### src/hdl/ppli_pkg.sv
// ----------------------------------------------------------------------------
// Periodic piecewise-linear interpolator - shared definitions
// Widths, opcodes, controller states and the command/status words that
// pass between the controller and the datapath.
// ----------------------------------------------------------------------------
package ppli_pkg;

    localparam int TABLE_DEPTH_DEFAULT = 16;
    localparam int VAL_W               = 16;
    localparam int INDEX_W             = 4;
    localparam int COUNT_W             = 5;
    localparam int MIN_POINTS          = 2;
    localparam int DIV_STEPS           = 16;
    localparam int DIV_CNT_W           = $clog2(DIV_STEPS);

    localparam logic [COUNT_W-1:0] POINT_COUNT_RESET = COUNT_W'(MIN_POINTS);

    localparam logic OP_LOAD  = 1'b0;
    localparam logic OP_QUERY = 1'b1;

    typedef enum logic [2:0] {
        ST_IDLE,
        ST_SEARCH,
        ST_WRAP_SEARCH,
        ST_MUL,
        ST_DIV_INIT,
        ST_DIV,
        ST_FINISH
    } ctrl_state_t;

    typedef struct packed {
        logic load_write;
        logic query_start;
        logic pass_start;
        logic search;
        logic wrap;
        logic miss;
        logic mul;
        logic div_init;
        logic div_step;
        logic out_load;
    } dp_cmd_t;

    typedef struct packed {
        logic pass_done;
        logic found;
        logic div_done;
    } dp_sts_t;

endpackage

### src/hdl/ppli_dp.sv
// ----------------------------------------------------------------------------
// Periodic piecewise-linear interpolator - datapath
// Breakpoint memories, segment search, multiplier, restoring divider,
// saturation and the result word register.
// ----------------------------------------------------------------------------
module ppli_dp #(
    parameter int TABLE_DEPTH = ppli_pkg::TABLE_DEPTH_DEFAULT
) (
    input  logic                                clk,
    input  logic                                rst_n,
    input  logic                                cfg_wr_en,
    input  logic        [ppli_pkg::COUNT_W-1:0] cfg_wr_data,
    input  logic        [ppli_pkg::INDEX_W-1:0] point_index,
    input  logic        [ppli_pkg::VAL_W-1:0]   point_x,
    input  logic signed [ppli_pkg::VAL_W-1:0]   point_y,
    input  logic        [ppli_pkg::VAL_W-1:0]   orient_a,
    input  logic        [ppli_pkg::VAL_W-1:0]   orient_b,
    input  ppli_pkg::dp_cmd_t                   cmd,
    output ppli_pkg::dp_sts_t                   sts,
    output logic signed [ppli_pkg::VAL_W-1:0]   interp_value,
    output logic                                not_found
);

    localparam int AW = $clog2(TABLE_DEPTH);
    localparam int CW = $clog2(TABLE_DEPTH + 1);
    localparam int W  = ppli_pkg::VAL_W;

    logic [W-1:0] x_mem [TABLE_DEPTH];
    logic [W-1:0] y_mem [TABLE_DEPTH];

    logic [ppli_pkg::COUNT_W-1:0] point_count_reg;
    logic [CW-1:0]                act_cnt;
    logic [CW-1:0]                last_idx;

    logic [CW-1:0]   rd_idx_reg;
    logic [CW-1:0]   didx_reg;
    logic            dv_reg;
    logic            found_reg;
    logic            miss_reg;
    logic [AW-1:0]   rd_addr;
    logic [AW-1:0]   wr_addr;
    logic            wr_ok;
    logic [W-1:0]    rd_x_reg;
    logic [W-1:0]    rd_y_reg;
    logic [W-1:0]    prev_x_reg;
    logic [W-1:0]    prev_y_reg;
    logic signed [W+1:0] x_reg;
    logic [W-1:0]    xn_reg;
    logic [W-1:0]    xn1_reg;
    logic [W-1:0]    yn_reg;
    logic [W-1:0]    yn1_reg;
    logic            hit;
    logic [W-1:0]    abs_diff;

    logic signed [W:0]     dy;
    logic signed [W+1:0]   off_full;
    logic [W-1:0]          off;
    logic signed [2*W+1:0] prod_next;
    logic signed [2*W+1:0] prod_reg;
    logic [2*W+1:0]        mag;
    logic [W-1:0]          dx_reg;
    logic                  neg_reg;
    logic [W-1:0]          rem_reg;
    logic [W-1:0]          dvd_reg;
    logic [W-1:0]          quo_reg;
    logic [W:0]            shifted;
    logic [W+1:0]          trial;
    logic [ppli_pkg::DIV_CNT_W-1:0] div_cnt_reg;
    logic signed [W+1:0]   q_signed;
    logic signed [W+1:0]   sum;
    logic signed [W-1:0]   sat;

    logic signed [W-1:0]   interp_value_reg;
    logic                  not_found_reg;

    always_comb
    begin
        if (point_count_reg < ppli_pkg::COUNT_W'(ppli_pkg::MIN_POINTS))
            act_cnt = CW'(ppli_pkg::MIN_POINTS);
        else if (32'(point_count_reg) > TABLE_DEPTH)
            act_cnt = CW'(TABLE_DEPTH);
        else
            act_cnt = CW'(point_count_reg);
    end

    assign last_idx = act_cnt - 1'b1;
    assign wr_ok    = 32'(point_index) < TABLE_DEPTH;
    assign wr_addr  = AW'(point_index);
    assign rd_addr  = rd_idx_reg[AW-1:0];
    assign abs_diff = (orient_a > orient_b) ? orient_a - orient_b : orient_b - orient_a;

    assign hit = dv_reg && (didx_reg != '0)
              && ($signed({2'b00, prev_x_reg}) <= x_reg)
              && ($signed({2'b00, rd_x_reg}) > x_reg);

    assign sts.pass_done = dv_reg && (didx_reg == last_idx);
    assign sts.found     = found_reg || hit;
    assign sts.div_done  = div_cnt_reg == ppli_pkg::DIV_CNT_W'(ppli_pkg::DIV_STEPS - 1);

    // Memories
    always_ff @(posedge clk)
    begin
        if (cmd.load_write && wr_ok)
        begin
            x_mem[wr_addr] <= point_x;
            y_mem[wr_addr] <= point_y;
        end
        rd_x_reg <= x_mem[rd_addr];
        rd_y_reg <= y_mem[rd_addr];
    end

    // Control registers
    always_ff @(posedge clk or negedge rst_n)
    begin
        if (!rst_n)
        begin
            point_count_reg <= ppli_pkg::POINT_COUNT_RESET;
            rd_idx_reg      <= '0;
            didx_reg        <= '0;
            dv_reg          <= 1'b0;
            found_reg       <= 1'b0;
            miss_reg        <= 1'b0;
            div_cnt_reg     <= '0;
        end
        else
        begin
            if (cfg_wr_en)
                point_count_reg <= cfg_wr_data;

            if (cmd.pass_start)
            begin
                rd_idx_reg <= '0;
                dv_reg     <= 1'b0;
            end
            else if (cmd.search)
            begin
                if (rd_idx_reg < act_cnt)
                begin
                    rd_idx_reg <= rd_idx_reg + 1'b1;
                    didx_reg   <= rd_idx_reg;
                    dv_reg     <= 1'b1;
                end
                else
                begin
                    dv_reg <= 1'b0;
                end
            end

            if (cmd.query_start)
                found_reg <= 1'b0;
            else if (cmd.search && hit)
                found_reg <= 1'b1;

            if (cmd.query_start)
                miss_reg <= 1'b0;
            else if (cmd.miss)
                miss_reg <= 1'b1;

            if (cmd.div_init)
                div_cnt_reg <= '0;
            else if (cmd.div_step)
                div_cnt_reg <= div_cnt_reg + 1'b1;
        end
    end

    // Arithmetic
    assign dy        = $signed({yn1_reg[W-1], yn1_reg}) - $signed({yn_reg[W-1], yn_reg});
    assign off_full  = x_reg - $signed({2'b00, xn_reg});
    assign off       = off_full[W-1:0];
    assign prod_next = (2*W+2)'(dy * $signed({1'b0, off}));
    assign mag       = prod_reg[2*W+1] ? (2*W+2)'(-prod_reg) : prod_reg;
    assign shifted   = {rem_reg, dvd_reg[W-1]};
    assign trial     = {1'b0, shifted} - {2'b00, dx_reg};
    assign q_signed  = neg_reg ? -$signed({2'b00, quo_reg}) : $signed({2'b00, quo_reg});
    assign sum       = q_signed + $signed({{2{yn_reg[W-1]}}, yn_reg});

    always_comb
    begin
        if (sum > $signed((W+2)'(32767)))
            sat = 16'sh7FFF;
        else if (sum < -$signed((W+2)'(32768)))
            sat = 16'sh8000;
        else
            sat = sum[W-1:0];
    end

    // Payload registers
    always_ff @(posedge clk)
    begin
        if (cmd.query_start)
            x_reg <= $signed({2'b00, abs_diff});
        else if (cmd.wrap)
            x_reg <= x_reg - $signed({2'b00, rd_x_reg});

        if (dv_reg)
        begin
            prev_x_reg <= rd_x_reg;
            prev_y_reg <= rd_y_reg;
        end

        if (cmd.search && hit)
        begin
            xn_reg  <= prev_x_reg;
            xn1_reg <= rd_x_reg;
            yn_reg  <= prev_y_reg;
            yn1_reg <= rd_y_reg;
        end

        if (cmd.mul)
        begin
            prod_reg <= prod_next;
            dx_reg   <= xn1_reg - xn_reg;
        end

        if (cmd.div_init)
        begin
            neg_reg <= prod_reg[2*W+1];
            rem_reg <= mag[2*W-1:W];
            dvd_reg <= mag[W-1:0];
            quo_reg <= '0;
        end
        else if (cmd.div_step)
        begin
            dvd_reg <= {dvd_reg[W-2:0], 1'b0};
            if (!trial[W+1])
            begin
                rem_reg <= trial[W-1:0];
                quo_reg <= {quo_reg[W-2:0], 1'b1};
            end
            else
            begin
                rem_reg <= shifted[W-1:0];
                quo_reg <= {quo_reg[W-2:0], 1'b0};
            end
        end

        if (cmd.out_load)
        begin
            interp_value_reg <= miss_reg ? '0 : sat;
            not_found_reg    <= miss_reg;
        end
    end

    assign interp_value = interp_value_reg;
    assign not_found    = not_found_reg;

endmodule

### src/hdl/ppli_ctrl.sv
// ----------------------------------------------------------------------------
// Periodic piecewise-linear interpolator - controller
// Sequences load, search, wrap, multiply, divide and result hand-off.
// ----------------------------------------------------------------------------
module ppli_ctrl (
    input  logic              clk,
    input  logic              rst_n,
    input  logic              in_valid,
    output logic              in_ready,
    input  logic              opcode,
    output logic              out_valid,
    input  logic              out_ready,
    input  ppli_pkg::dp_sts_t sts,
    output ppli_pkg::dp_cmd_t cmd
);

    ppli_pkg::ctrl_state_t state_reg;
    ppli_pkg::ctrl_state_t state_next;
    logic                  out_valid_reg;
    logic                  out_valid_next;

    always_ff @(posedge clk or negedge rst_n)
    begin
        if (!rst_n)
        begin
            state_reg     <= ppli_pkg::ST_IDLE;
            out_valid_reg <= 1'b0;
        end
        else
        begin
            state_reg     <= state_next;
            out_valid_reg <= out_valid_next;
        end
    end

    always_comb
    begin
        state_next = state_reg;
        cmd        = '0;
        in_ready   = 1'b0;

        case (state_reg)
            ppli_pkg::ST_IDLE:
            begin
                in_ready = 1'b1;
                if (in_valid)
                begin
                    if (opcode == ppli_pkg::OP_QUERY)
                    begin
                        cmd.query_start = 1'b1;
                        cmd.pass_start  = 1'b1;
                        state_next      = ppli_pkg::ST_SEARCH;
                    end
                    else
                    begin
                        cmd.load_write = 1'b1;
                    end
                end
            end
            ppli_pkg::ST_SEARCH:
            begin
                cmd.search = 1'b1;
                if (sts.pass_done)
                begin
                    if (sts.found)
                        state_next = ppli_pkg::ST_MUL;
                    else
                    begin
                        cmd.wrap       = 1'b1;
                        cmd.pass_start = 1'b1;
                        state_next     = ppli_pkg::ST_WRAP_SEARCH;
                    end
                end
            end
            ppli_pkg::ST_WRAP_SEARCH:
            begin
                cmd.search = 1'b1;
                if (sts.pass_done)
                begin
                    if (sts.found)
                        state_next = ppli_pkg::ST_MUL;
                    else
                    begin
                        cmd.miss   = 1'b1;
                        state_next = ppli_pkg::ST_FINISH;
                    end
                end
            end
            ppli_pkg::ST_MUL:
            begin
                cmd.mul    = 1'b1;
                state_next = ppli_pkg::ST_DIV_INIT;
            end
            ppli_pkg::ST_DIV_INIT:
            begin
                cmd.div_init = 1'b1;
                state_next   = ppli_pkg::ST_DIV;
            end
            ppli_pkg::ST_DIV:
            begin
                cmd.div_step = 1'b1;
                if (sts.div_done)
                    state_next = ppli_pkg::ST_FINISH;
            end
            ppli_pkg::ST_FINISH:
            begin
                if (!out_valid_reg || out_ready)
                begin
                    cmd.out_load = 1'b1;
                    state_next   = ppli_pkg::ST_IDLE;
                end
            end
            default:
            begin
                state_next = ppli_pkg::ST_IDLE;
            end
        endcase
    end

    always_comb
    begin
        if (cmd.out_load)
            out_valid_next = 1'b1;
        else if (out_ready)
            out_valid_next = 1'b0;
        else
            out_valid_next = out_valid_reg;
    end

    assign out_valid = out_valid_reg;

endmodule

### src/hdl/periodic_piecewise_linear_interp.sv
// ----------------------------------------------------------------------------
// Periodic piecewise-linear interpolator - top level
// Load items write one breakpoint; query items return one interpolated word.
// ----------------------------------------------------------------------------
// Load word: no result; the controller stays idle, so the next word is taken the cycle after.
// Query word with N active points: a search pass over the N entries, plus a second pass
// after the periodic wrap when the first finds no segment, then multiply, divider setup,
// 16 divide steps and result load; a miss after the wrap goes straight to result load.
// The search reads one memory entry per cycle; the divider yields one bit per cycle.
// Reset: point_count returns to 2; breakpoint memories keep no reset contents.
module periodic_piecewise_linear_interp #(
    parameter int TABLE_DEPTH = ppli_pkg::TABLE_DEPTH_DEFAULT
) (
    input  logic                                clk,
    input  logic                                rst_n,
    input  logic                                cfg_wr_en,
    input  logic        [ppli_pkg::COUNT_W-1:0] cfg_wr_data,
    input  logic                                in_valid,
    output logic                                in_ready,
    input  logic                                opcode,
    input  logic        [ppli_pkg::INDEX_W-1:0] point_index,
    input  logic        [ppli_pkg::VAL_W-1:0]   point_x,
    input  logic signed [ppli_pkg::VAL_W-1:0]   point_y,
    input  logic        [ppli_pkg::VAL_W-1:0]   orient_a,
    input  logic        [ppli_pkg::VAL_W-1:0]   orient_b,
    output logic                                out_valid,
    input  logic                                out_ready,
    output logic signed [ppli_pkg::VAL_W-1:0]   interp_value,
    output logic                                not_found
);

    ppli_pkg::dp_cmd_t cmd;
    ppli_pkg::dp_sts_t sts;

    ppli_ctrl u_ctrl (
        .clk       (clk),
        .rst_n     (rst_n),
        .in_valid  (in_valid),
        .in_ready  (in_ready),
        .opcode    (opcode),
        .out_valid (out_valid),
        .out_ready (out_ready),
        .sts       (sts),
        .cmd       (cmd)
    );

    ppli_dp #(
        .TABLE_DEPTH (TABLE_DEPTH)
    ) u_dp (
        .clk          (clk),
        .rst_n        (rst_n),
        .cfg_wr_en    (cfg_wr_en),
        .cfg_wr_data  (cfg_wr_data),
        .point_index  (point_index),
        .point_x      (point_x),
        .point_y      (point_y),
        .orient_a     (orient_a),
        .orient_b     (orient_b),
        .cmd          (cmd),
        .sts          (sts),
        .interp_value (interp_value),
        .not_found    (not_found)
    );

    a_miss_is_zero: assert property (@(posedge clk) disable iff (!rst_n)
        out_valid && not_found |-> interp_value == '0)
        else $error("not_found word carries a nonzero value");

    a_query_blocks: assert property (@(posedge clk) disable iff (!rst_n)
        in_valid && in_ready && opcode == ppli_pkg::OP_QUERY |=> !in_ready)
        else $error("query word did not start the search sequence");

    a_result_frees_input: assert property (@(posedge clk) disable iff (!rst_n)
        $rose(out_valid) |-> in_ready)
        else $error("result loaded without returning to idle");

    a_one_command: assert property (@(posedge clk) disable iff (!rst_n)
        $onehot0({cmd.mul, cmd.div_init, cmd.div_step, cmd.out_load, cmd.search}))
        else $error("conflicting datapath commands");

endmodule
### config.mk
export PLATFORM = sky130hd
export DESIGN_NAME = periodic_piecewise_linear_interp
export DESIGN_NICKNAME = d
export VERILOG_FILES = /design/src/hdl/ppli_pkg.sv /design/src/hdl/ppli_dp.sv /design/src/hdl/ppli_ctrl.sv /design/src/hdl/periodic_piecewise_linear_interp.sv
export SDC_FILE = /design/constraint.sdc
export NUM_CORES = 2
export LEC_CHECK = 0
export BUFFER_PORTS_ARGS = -buffer_cell sky130_fd_sc_hd__buf_4
export CORE_MARGIN = 5
export CORE_UTILIZATION = 45
export DETAILED_ROUTE_END_ITERATION = 16
export SETUP_SLACK_MARGIN = 0.15
export SLEW_MARGIN = 25
export SYNTH_ARGS = -nofsm -noshare
export SYNTH_HDL_FRONTEND = slang
export SYNTH_SLANG_ARGS = --single-unit
### constraint.sdc
create_clock -name clk -period 7.5 [get_ports clk]
set_input_delay 0.375 -clock clk [delete_from_list [all_inputs] [get_ports clk]]
set_output_delay 0.375 -clock clk [all_outputs]
set_load 0.01 [all_outputs]
==> flow_summary.json <==
{
  "start_util": 0.455,
  "synth-edff-count": 723,
  "critPathRequiredTime_ns": 7.89,
  "synth_flop_cell": "edfxtp_1",
  "synth_cell_types": 95,
  "layout-drive-gt1-share": 0.216,
  "setup_slack_ns": -0.446,
  "tightest_slew_ns": 0.967,
  "root_buffer": "clkbuf_16",
  "slowest_stage": "fa_2",
  "fp-row-count": 117,
  "dpl.hpwl_mm": 74.5,
  "critPathMaxFanout": 5,
  "layoutNonFillerInstCount": 5372,
  "drtIter0Drc": 1968,
  "finalCriticalPeriod_ns": 7.95,
  "synthTopCellsByArea": "edfxtp_1 (47%), fa_1 (12%), mux4_2 (7.8%), ha_1 (6.4%), inv_1 (4.0%)",
  "max_slew_margin": 0.354,
  "worstRegToRegCells": 39,
  "violations": "setup timing",
  "setup_viol": 12,
  "grt_start_max_net_pins": 123,
  "gp_congestion": 0.844,
  "worst_skew_pair.late_latency_ns": 0.65,
  "num-fill-cells": 8647,
  "crit_path_start_kind": "register",
  "syn_inst": 3511,
  "antenna_left": 0,
  "clk_pin_slew_worst_paths_ns": 0.06,
  "core-area_um2": 102000,
  "async_flop_share": 0.0325,
  "fin_skew_ns": 0.0491,
  "fp.dieArea_um2": 110000,
  "areaGrowthSynthToFinish_pct": 18.5,
  "slowest_delay_ns": 0.54,
  "grt_pass1_wl_mm": 168,
  "synthTopCellsByCount": "edfxtp_1 (723), inv_1 (493), fa_1 (287)",
  "syn_avg_cell_area_um2": 13.2,
  "crit_arrival_ns": 8.34,
  "rsz0062_at_grt": "true",
  "cts.sinks": 799,
  "crit_path_end_kind": "register",
  "first_pass_iters": 5,
  "slew_violations": 0,
  "finalCritPeriodShare": 1.06,
  "drc": 0,
  "yosysMostFrequentCell": "edfxtp_1",
  "syn-cell-area_um2": 46400,
  "max_freq_mhz": 126,
  "numPlacedInstances": 5136,
  "port_buffers": 97,
  "synth.net_count": 4115,
  "yosys_warnings": 0,
  "ys_seq_area_frac": 0.503,
  "post_drt_wl_per_cell_um": 20.2,
  "worst-setup-path-type": "reg -> reg",
  "hold_viol": 0,
  "cts_tree": "built",
  "grt_pass1_vias": 29114,
  "htree_levels": 3,
  "status": "finished, violations left",
  "vias_per_cell": 5.24,
  "synth_top_area_share": 0.468,
  "crit_path_frequent_cell": "inv_2",
  "cts_buffers": 83,
  "grt_usage": 0.200,
  "pin_count": 98,
  "die_w_um": 331,
  "die_y_um": 331,
  "min_path_type": "in -> reg",
  "yosys.area.top_type": "edfxtp_1",
  "maxCapViolCount": 0,
  "postSynthRegisterBits": 799,
  "grt-ovfl-total": 0,
  "routed-via-count": 28156,
  "antenna_found_initial": 8,
  "final_net_count": 4534,
  "drt_wl_total_mm": 109,
  "cts_buffer_depth": 3,
  "worstHoldPathCells": 4
}
## what timing repair did
item	4_1_cts	5_1_grt
buffers inserted	13	17
cloned	0	1
setup endpoints to repair	15	18
pin swaps	17	37
endpoints found under the hold margin	532	0
hold buffers	44	0
gates resized for setup	41	102
## final cells by class
cell class / count / area, um^2 / share of cell area
diodes: 6 / 15.0 / 0.000273
flip-flops and latches: 799 / 23400 / 0.425
multi-input cells: 2111 / 21600 / 0.392
inverters: 494 / 1850 / 0.0337
clock inverters: 37 / 454 / 0.00826
well taps: 1368 / 1710 / 0.0311
repair buffers: 441 / 3750 / 0.0682
clock buffers: 116 / 2280 / 0.0415
## stage by stage
step | setup TNS, ns | util | hold slack, ns | instance area [um^2] | worst slack, ns
2_1_floorplan | -0.759 | - | 0.0794 | 46500 | -0.294
3_3_place_gp | -2.70 | 0.498 | 0.324 | 50800 | -0.432
3_5_place_dp | -3.44 | 0.498 | 0.320 | 50800 | -0.538
6_report | -3.28 | 0.539 | 0.0917 | 55000 | -0.446
5_1_grt | -7.14 | 0.539 | 0.0984 | 55000 | -0.748
4_1_cts | -1.81 | 0.532 | 0.0531 | 54300 | -0.283
## layer usage
metal,wire length [um],global-route usage,vias up
met1,47100,0.274,14244
met3,4940,0.0272,152
met2,53400,0.336,583
met5,0,0,-
met4,3150,0.0609,0
li1,-,-,13177
## final timing paths
path	start	endpoint	slack, ns
min	in_valid	u_dp.miss_reg$_DFFE_PN0P_	0.09
max reg2reg	u_dp.x_reg[0]$_DFFE_PN_	u_dp.prod_reg[33]$_DFFE_PP_	-0.45
max in group asynchronous	rst_n	u_dp.rd_idx_reg[0]$_DFFE_PN0P_	7.00
min in group asynchronous	rst_n	u_dp.point_count_reg[3]$_DFFE_PN0P_	0.18
max	u_dp.x_reg[0]$_DFFE_PN_	u_dp.prod_reg[33]$_DFFE_PP_	-0.45
min reg2reg	u_dp.prev_y_reg[10]$_DFFE_PP_	u_dp.yn_reg[10]$_DFFE_PP_	0.42
## cell families after synthesis
group                    after synthesis  synth area share
AO/OA/AOI/OAI                        477            0.0661
XOR/XNOR                             196            0.0372
flip-flops                           799             0.503
buffers and inverters                601            0.0496
multiplexers                         184            0.0832
adder cells (fa/ha/maj)              525             0.188
AND/OR/NAND/NOR                      729            0.0725
## placed cells by master (no fill, tap or decap), types with 19 or more instances in the layout
cell type,count
o21ai_0,120
ha_1,227
clkbuf_16,85
nand3_1,27
nand2_1,264
mux4_2,160
nand2b_1,57
nor2b_1,39
edfxtp_1,723
nor2_1,188
dfrtp_1,21
dlygate4sd3_1,44
xnor2_1,109
xor2_1,73
dfxtp_1,50
a21o_1,47
a21oi_2,19
buf_4,366
fa_1,276
inv_1,477
a21oi_1,109
clkbuf_1,26
## critical path: cells and delay by family (launching register included)
family	cells	cell delay [ns]
compound gates	12	2.10
xor+xnor	2	0.33
fa+ha+maj	9	3.49
buf+inv	9	0.70
flops	1	0.39
simple gates	7	0.69
Power is not shown: default switching activity piles up to over one toggle a cycle in this logic, so the estimate is an artifact.
